===== src/rtl/crf_pkg.sv =====
package crf_pkg;

    // Access codes carried in the mode field.
    localparam logic [2:0] MODE_CR_RD    = 3'd0;
    localparam logic [2:0] MODE_CR_WR    = 3'd1;
    localparam logic [2:0] MODE_SP_RD    = 3'd2;
    localparam logic [2:0] MODE_SP_WR    = 3'd3;
    localparam logic [2:0] MODE_ACC_RD   = 3'd4;
    localparam logic [2:0] MODE_ACC_WR   = 3'd5;

    // Control register numbers.
    localparam logic [3:0] CR_PSW    = 4'd0;
    localparam logic [3:0] CR_CBR    = 4'd1;
    localparam logic [3:0] CR_SPI    = 4'd2;
    localparam logic [3:0] CR_SPU    = 4'd3;
    localparam logic [3:0] CR_SPARE0 = 4'd4;
    localparam logic [3:0] CR_SPARE1 = 4'd5;
    localparam logic [3:0] CR_BPC    = 4'd6;
    localparam logic [3:0] CR_BBPC   = 4'd7;
    localparam logic [3:0] CR_BBPSW  = 4'd8;

    // Bit masks used on reads.
    localparam logic [7:0]  BPSW_MASK = 8'hc1;
    localparam logic [7:0]  PSW_MASK  = 8'hc0;
    localparam logic [31:0] PC_MASK   = 32'hffff_fffe;

    // Stack-mode bit of the PSW byte and sign bit of the accumulator.
    localparam int SM_BIT      = 7;
    localparam int ACC_SIGN_BIT = 55;

    typedef logic [2:0]  mode_t;
    typedef logic [3:0]  reg_index_t;
    typedef logic [63:0] data_t;

    // One access as it travels from the request side into the register file.
    typedef struct packed {
        mode_t      mode;
        reg_index_t reg_index;
        data_t      write_data;
    } item_t;

endpackage


===== src/rtl/crf_if.sv =====
// Request channel: one access per word.
interface crf_req_if;
    logic                valid;
    logic                ready;
    crf_pkg::mode_t      mode;
    crf_pkg::reg_index_t reg_index;
    crf_pkg::data_t      write_data;

    modport source (output valid, output mode, output reg_index, output write_data,
                    input ready);
    modport sink (input valid, input mode, input reg_index, input write_data,
                  output ready);
endinterface

// Response channel: one read value per word.
interface crf_rsp_if;
    logic           valid;
    logic           ready;
    crf_pkg::data_t read_data;

    modport source (output valid, output read_data, input ready);
    modport sink (input valid, input read_data, output ready);
endinterface


===== src/rtl/crf_core.sv =====
module crf_core (
    input  logic           clk,
    input  logic           rst_n,
    input  logic           fire,
    input  crf_pkg::item_t item,
    output crf_pkg::data_t read_data
);
    import crf_pkg::*;

    logic [7:0]  psw_reg,   psw_next;
    logic [7:0]  bpsw_reg,  bpsw_next;
    logic [7:0]  bbpsw_reg, bbpsw_next;
    logic        cond_reg,  cond_next;
    logic [31:0] sp_reg,    sp_next;
    logic [31:0] spi_reg,   spi_next;
    logic [31:0] spu_reg,   spu_next;
    logic [31:0] bpc_reg,   bpc_next;
    logic [31:0] bbpc_reg,  bbpc_next;
    logic [31:0] spare0_reg, spare0_next;
    logic [31:0] spare1_reg, spare1_next;
    logic [63:0] acc_reg,   acc_next;

    logic [31:0] wdata32;
    logic        user_live;
    logic        new_sm;
    logic [31:0] cr_value;

    assign wdata32   = item.write_data[31:0];
    assign user_live = psw_reg[SM_BIT];
    assign new_sm    = wdata32[SM_BIT];

    // Control register read mux.
    always_comb
    begin
        unique case (item.reg_index)
            CR_PSW:    cr_value = {16'd0, bpsw_reg & BPSW_MASK,
                                   (psw_reg & PSW_MASK) | {7'd0, cond_reg}};
            CR_CBR:    cr_value = {31'd0, cond_reg};
            CR_SPI:    cr_value = user_live ? spi_reg : sp_reg;
            CR_SPU:    cr_value = user_live ? sp_reg : spu_reg;
            CR_SPARE0: cr_value = spare0_reg;
            CR_SPARE1: cr_value = spare1_reg;
            CR_BPC:    cr_value = bpc_reg & PC_MASK;
            CR_BBPC:   cr_value = bbpc_reg & PC_MASK;
            CR_BBPSW:  cr_value = {24'd0, bbpsw_reg & BPSW_MASK};
            default:   cr_value = '0;
        endcase
    end

    // Result of the access; writes and unused modes return zero.
    always_comb
    begin
        unique case (item.mode)
            MODE_CR_RD:  read_data = {32'd0, cr_value};
            MODE_SP_RD:  read_data = {32'd0, sp_reg};
            MODE_ACC_RD: read_data = {{(63 - ACC_SIGN_BIT){acc_reg[ACC_SIGN_BIT]}},
                                      acc_reg[ACC_SIGN_BIT:0]};
            default:     read_data = '0;
        endcase
    end

    // Next state for a write access.
    always_comb
    begin
        psw_next    = psw_reg;
        bpsw_next   = bpsw_reg;
        bbpsw_next  = bbpsw_reg;
        cond_next   = cond_reg;
        sp_next     = sp_reg;
        spi_next    = spi_reg;
        spu_next    = spu_reg;
        bpc_next    = bpc_reg;
        bbpc_next   = bbpc_reg;
        spare0_next = spare0_reg;
        spare1_next = spare1_reg;
        acc_next    = acc_reg;
        unique case (item.mode)
            MODE_CR_WR:
            begin
                unique case (item.reg_index)
                    CR_PSW:
                    begin
                        bpsw_next = wdata32[15:8];
                        psw_next  = wdata32[7:0];
                        cond_next = wdata32[0];
                        // A change of stack mode swaps the live pointer with a shadow.
                        if (user_live != new_sm)
                        begin
                            if (user_live)
                            begin
                                spu_next = sp_reg;
                                sp_next  = spi_reg;
                            end
                            else
                            begin
                                spi_next = sp_reg;
                                sp_next  = spu_reg;
                            end
                        end
                    end
                    CR_CBR:    cond_next = wdata32[0];
                    CR_SPI:
                    begin
                        if (user_live)
                            spi_next = wdata32;
                        else
                            sp_next = wdata32;
                    end
                    CR_SPU:
                    begin
                        if (user_live)
                            sp_next = wdata32;
                        else
                            spu_next = wdata32;
                    end
                    CR_SPARE0: spare0_next = wdata32;
                    CR_SPARE1: spare1_next = wdata32;
                    CR_BPC:    bpc_next = wdata32;
                    CR_BBPC:   bbpc_next = wdata32;
                    CR_BBPSW:  bbpsw_next = wdata32[7:0];
                    default:   ;
                endcase
            end
            MODE_SP_WR:  sp_next = wdata32;
            MODE_ACC_WR: acc_next = item.write_data;
            default:     ;
        endcase
    end

    // Architectural state, updated once per access.
    always_ff @(posedge clk or negedge rst_n)
    begin
        if (!rst_n)
        begin
            psw_reg    <= '0;
            bpsw_reg   <= '0;
            bbpsw_reg  <= '0;
            cond_reg   <= 1'b0;
            sp_reg     <= '0;
            spi_reg    <= '0;
            spu_reg    <= '0;
            bpc_reg    <= '0;
            bbpc_reg   <= '0;
            spare0_reg <= '0;
            spare1_reg <= '0;
            acc_reg    <= '0;
        end
        else if (fire)
        begin
            psw_reg    <= psw_next;
            bpsw_reg   <= bpsw_next;
            bbpsw_reg  <= bbpsw_next;
            cond_reg   <= cond_next;
            sp_reg     <= sp_next;
            spi_reg    <= spi_next;
            spu_reg    <= spu_next;
            bpc_reg    <= bpc_next;
            bbpc_reg   <= bbpc_next;
            spare0_reg <= spare0_next;
            spare1_reg <= spare1_next;
            acc_reg    <= acc_next;
        end
    end

endmodule


===== src/rtl/control_register_file_sp_banking.sv =====
// Channel | Dir | Payload                         | Handshake
// req     | in  | mode, reg_index, write_data     | valid/ready
// rsp     | out | read_data                       | valid/ready
//
// Each word passes an input register and then a result register, which offers
// the response; one word per cycle is sustained while rsp.ready stays high, set
// by the single read-and-update pass over the register file.
// Reset (rst_n low) clears all register-file registers to zero and empties both stages.
// A stalled response holds its word; the input stage keeps accepting while the
// result register is free or being drained in the same cycle.
module control_register_file_sp_banking (
    input logic       clk,
    input logic       rst_n,
    crf_req_if.sink   req,
    crf_rsp_if.source rsp
);
    import crf_pkg::*;

    logic  s1_valid_reg;
    item_t s1_item_reg;
    logic  out_valid_reg;
    data_t out_data_reg;
    logic  advance;
    data_t rd_value;

    // The input stage moves on when the result register can take its word.
    assign advance   = s1_valid_reg && (!out_valid_reg || rsp.ready);
    assign req.ready = !s1_valid_reg || advance;

    always_ff @(posedge clk or negedge rst_n)
    begin
        if (!rst_n)
            s1_valid_reg <= 1'b0;
        else if (req.ready)
            s1_valid_reg <= req.valid;
    end

    always_ff @(posedge clk)
    begin
        if (req.ready && req.valid)
        begin
            s1_item_reg.mode       <= req.mode;
            s1_item_reg.reg_index  <= req.reg_index;
            s1_item_reg.write_data <= req.write_data;
        end
    end

    crf_core u_core (
        .clk       (clk),
        .rst_n     (rst_n),
        .fire      (advance),
        .item      (s1_item_reg),
        .read_data (rd_value)
    );

    // Result register.
    always_ff @(posedge clk or negedge rst_n)
    begin
        if (!rst_n)
            out_valid_reg <= 1'b0;
        else if (advance)
            out_valid_reg <= 1'b1;
        else if (rsp.ready)
            out_valid_reg <= 1'b0;
    end

    always_ff @(posedge clk)
    begin
        if (advance)
            out_data_reg <= rd_value;
    end

    assign rsp.valid     = out_valid_reg;
    assign rsp.read_data = out_data_reg;

endmodule


===== src/flat_wrapper.sv =====
// flat-port wrapper written by rule: the top's interface ports become plain ports
module control_register_file_sp_banking_flat import crf_pkg::*;
  (clk, rst_n, req_valid, req_mode, req_reg_index, req_write_data, req_ready, rsp_valid, rsp_read_data, rsp_ready);
  crf_req_if req_i ();
  crf_rsp_if rsp_i ();
  input logic clk;
  input logic rst_n;
  input wire logic [$bits(req_i.valid)-1:0] req_valid;
  input wire logic [$bits(req_i.mode)-1:0] req_mode;
  input wire logic [$bits(req_i.reg_index)-1:0] req_reg_index;
  input wire logic [$bits(req_i.write_data)-1:0] req_write_data;
  output wire logic [$bits(req_i.ready)-1:0] req_ready;
  output wire logic [$bits(rsp_i.valid)-1:0] rsp_valid;
  output wire logic [$bits(rsp_i.read_data)-1:0] rsp_read_data;
  input wire logic [$bits(rsp_i.ready)-1:0] rsp_ready;
  assign req_i.valid = req_valid;
  assign req_i.mode = req_mode;
  assign req_i.reg_index = req_reg_index;
  assign req_i.write_data = req_write_data;
  assign req_ready = req_i.ready;
  assign rsp_valid = rsp_i.valid;
  assign rsp_read_data = rsp_i.read_data;
  assign rsp_i.ready = rsp_ready;
  control_register_file_sp_banking u_core (.clk(clk), .rst_n(rst_n), .req(req_i), .rsp(rsp_i));
endmodule

===== config.mk =====
export PLATFORM = sky130hd
export DESIGN_NAME = control_register_file_sp_banking_flat
export DESIGN_NICKNAME = d
export VERILOG_FILES = /design/src/rtl/crf_pkg.sv /design/src/rtl/crf_if.sv /design/src/rtl/crf_core.sv /design/src/rtl/control_register_file_sp_banking.sv /design/src/flat_wrapper.sv
export SDC_FILE = /design/constraint.sdc
export NUM_CORES = 1
export LEC_CHECK = 0
export BUFFER_PORTS_ARGS = -buffer_cell sky130_fd_sc_hd__buf_2
export CAP_MARGIN = 20
export CORE_MARGIN = 3
export CORE_UTILIZATION = 55
export DETAILED_ROUTE_END_ITERATION = 16
export GPL_TIMING_DRIVEN = 0
export PLACE_DENSITY = 0.7
export SLEW_MARGIN = 20
export SYNTH_ARGS = -nofsm -noshare
export SYNTH_HDL_FRONTEND = slang
export SYNTH_SLANG_ARGS = --single-unit

===== constraint.sdc =====
create_clock -name clk -period 3.2 [get_ports clk]
set_clock_uncertainty 0.2 [all_clocks]
set_input_delay 0.32 -clock clk [delete_from_list [all_inputs] [get_ports clk]]
set_output_delay 0.32 -clock clk [all_outputs]
set_load 0.05 [all_outputs]

==> reports/qor.yml <==
global_route:
  grt_first_pass_wirelength_um: 74700
  grt.total_usage_pct: 26.7
  grt_max_degree: 92
  grt_pass1_vias: 12722
  overflow: 0
  antenna_found_initial: 0
timing:
  setup_viol: 0
  period_share_pct: 97.4
  finalHoldViolations: 0
  final.min_clock_period_ns: 3.12
  rsz0062_at_grt: "no"
  timing.slew.headroom_pct: 27.3
  worst_slew_pin_slew_ns: 1.09
  max_freq_mhz: 321
  finalMaxSlewViolations: 0
clock_tree:
  numCtsBuffers: 44
  cts_root_buf: "clkbuf_16"
  clock_path_buffers: 3
  cts_tree: "done"
  clock_sinks: 408
  cts-htree-levels: 2
  clk_latency_ns: 0.55
  clk_pin_slew_ns: 0.06
logic_synthesis:
  synthCells: 1307
  synthFlopType: "dfrtp_1"
  synth_area_sq_um: 18700
  postSynthAreaPerCell_sq_um: 14.3
  ys_seq_elements: 408
  synthesis.nets: 1382
  async_reset_ff_share_pct: 70.8
  synth_edf_count: 119
  synth.distinct_cells: 59
  yosysWarningCount: 0
  ys_seq_area_share_pct: 57.7
critical_path:
  reg2reg_slack_ns: 0.08
  worstSetupPathType: "flop to flop"
  worstPathMaxFanout: 10
  endpoint_kind: "flop"
  timing.critical_path.from: "u_core.s1_item_reg[64]$_DFFE_PP_"
  r2r_start: "u_core.s1_item_reg[64]$_DFFE_PP_"
  r2r_cells: 7
  arrival_ns: 3.21
  required_ns: 3.29
  start_kind: "flop"
  reg2reg_to: "u_core.rsp.read_data[14]$_DFFE_PP_"
detailed_routing:
  antenna_left: 0
  firstDrtPassIters: 5
  route.vias.total: 12475
  drt_iter0_drc: 1075
  wirelength_um: 48200
  viasPerCell: 6.13
  drt-wirelength-per-cell_um: 23.7
  remaining_drc_errors: 0
layout:
  fin_cells: 2036
  layout.nets: 1633
  drive_above_1_share_pct: 39.0
  final_util_pct: 67.5
  n_antenna_cell: 0
  final_area_sq_um: 22300
  syn_to_final_growth_pct: 19.2
  num-fill-cells: 2379
  largest_reg_flops: 63
floorplanning:
  die_y_um: 190
  die_x_um: 190
  rows: 66
  io_pins: 141
  start_util_pct: 56.6
  dieArea_sq_um: 36300
  core_sq_um: 33000
min_path:
  min_path_type: "input port to asynchronous set/reset pin"
power:
  finalPower_mw: 13.6
  ir_drop_uv: 427
  power_density_nw_per_um2: 608
  leakage_nw: 9.66
placement:
  place_congestion: 0.858
  dp_hpwl_um: 30200
  port_buffers: 132
  dpl_cell_area_sq_um: 20100
  dp_cells: 1887
outcome:
  outcome: "complete, no violations"
job:
  drv_cap: 0
## how the worst max path moves through the flow
stage,end,slack [ns]
6_report,u_core.rsp.read_data[14]$_DFFE_PP_,0.08
5_1_grt,u_core.rsp.read_data[17]$_DFFE_PP_,0.01
4_1_cts,u_core.rsp.read_data[12]$_DFFE_PP_,0.01
3_5_place_dp,u_core.rsp.read_data[12]$_DFFE_PP_,0.007
3_3_place_gp,u_core.u_core.bpc_reg[17]$_DFFE_PN0P_,-4.02
2_1_floorplan,u_core.rsp.read_data[0]$_DFFE_PP_,0.43
## area by class of cell
class                           count  area (sq um)  area share (%)
Sequential cell                   408         10800            48.4
Multi-Input combinational cell    780          7350            33.0
Inverter                            5          18.8          0.0841
Clock buffer                       58          1240            5.58
Tap cell                          442           553            2.48
Buffer                            114           562            2.52
Clock inverter                     24           275            1.23
Timing Repair Buffer              205          1500            6.72
## stage by stage
| stage | TNS, ns | hold WS (ns) | worst slack [ns] |
|---|---|---|---|
| 6_report | 0 | 0.206 | 0.0818 |
| 5_1_grt | 0 | 0.233 | 0.0103 |
| 4_1_cts | 0 | 0.220 | 0.0141 |
| 3_5_place_dp | 0 | 0.175 | 0.00707 |
| 3_3_place_gp | -1167.23 | 0.257 | -4.02 |
| 2_1_floorplan | 0 | -0.176 | 0.434 |
## critical path, stage by stage, from the launching register on
cell,delay (ns)
edfxtp_1,0.40
buf_2,0.33
clkbuf_1,0.49
buf_1,0.57
nand3_1,0.15
a21oi_1,0.21
a221oi_1,0.08
o21ai_0,0.42
## synth_stat cells (6+ instances only)
master / count / area, sq um
dfrtp_1: 289 / 7230
mux2_2: 286 / 3220
edfxtp_1: 119 / 3570
mux2i_1: 71 / 711
o22ai_1: 65 / 407
nand2_1: 58 / 218
clkbuf_1: 52 / 195
buf_2: 40 / 200
a2bb2oi_1: 34 / 298
o21ai_0: 34 / 170
a2bb2oi_2: 30 / 450
a22oi_1: 29 / 218
and2_1: 26 / 163
a32oi_1: 25 / 219
mux4_2: 23 / 518
buf_1: 8 / 30.0
buf_4: 8 / 60.1
nor3_1: 8 / 40.0
a21oi_1: 7 / 35.0
nand2b_1: 7 / 43.8
nor2b_1: 6 / 37.5
## logic make-up after synthesis
logic type             synth area share, %
multiplexers                          23.9
AND/OR/NAND/NOR                       4.25
flip-flops                            57.7
AO/OA/AOI/OAI                         10.9
XOR/XNOR                             0.140
buffers and inverters                 3.02
## layer usage
| layer | vias up | routed length [um] | track usage (%) |
|---|---|---|---|
| met5 | - | 0 | 0 |
| met4 | 0 | 1430 | 9.06 |
| met1 | 6382 | 21000 | 37.8 |
| met2 | 473 | 22700 | 42.5 |
| li1 | 5515 | - | - |
| met3 | 105 | 3130 | 4.61 |
## layout by cell type, fill, tap and decap left out, types with 34 or more instances in the layout
master and n:
a2bb2oi_1 34, o22ai_1 65, mux2i_1 71, buf_2 171
nand2_1 58, dlygate4sd3_1 67, clkbuf_1 53, mux2_2 286
edfxtp_1 119, o21ai_0 34, clkbuf_16 45, dfrtp_1 289
## repair_timing
item,CTS,global route
hold buffers,67,0
setup buffers,0,0
gates resized for setup,1,13
setup endpoints to repair,1,49
hold endpoints to repair,154,0
## where the power goes
group / internal (mW) / switching (mW) / leakage (nW)
Combinational: 0.864 / 1.00 / 3.90
Sequential: 5.99 / 0.417 / 5.02
Clock: 3.22 / 2.06 / 0.740
Total: 10.1 / 3.48 / 9.66
(Power assumes the default switching activity.)
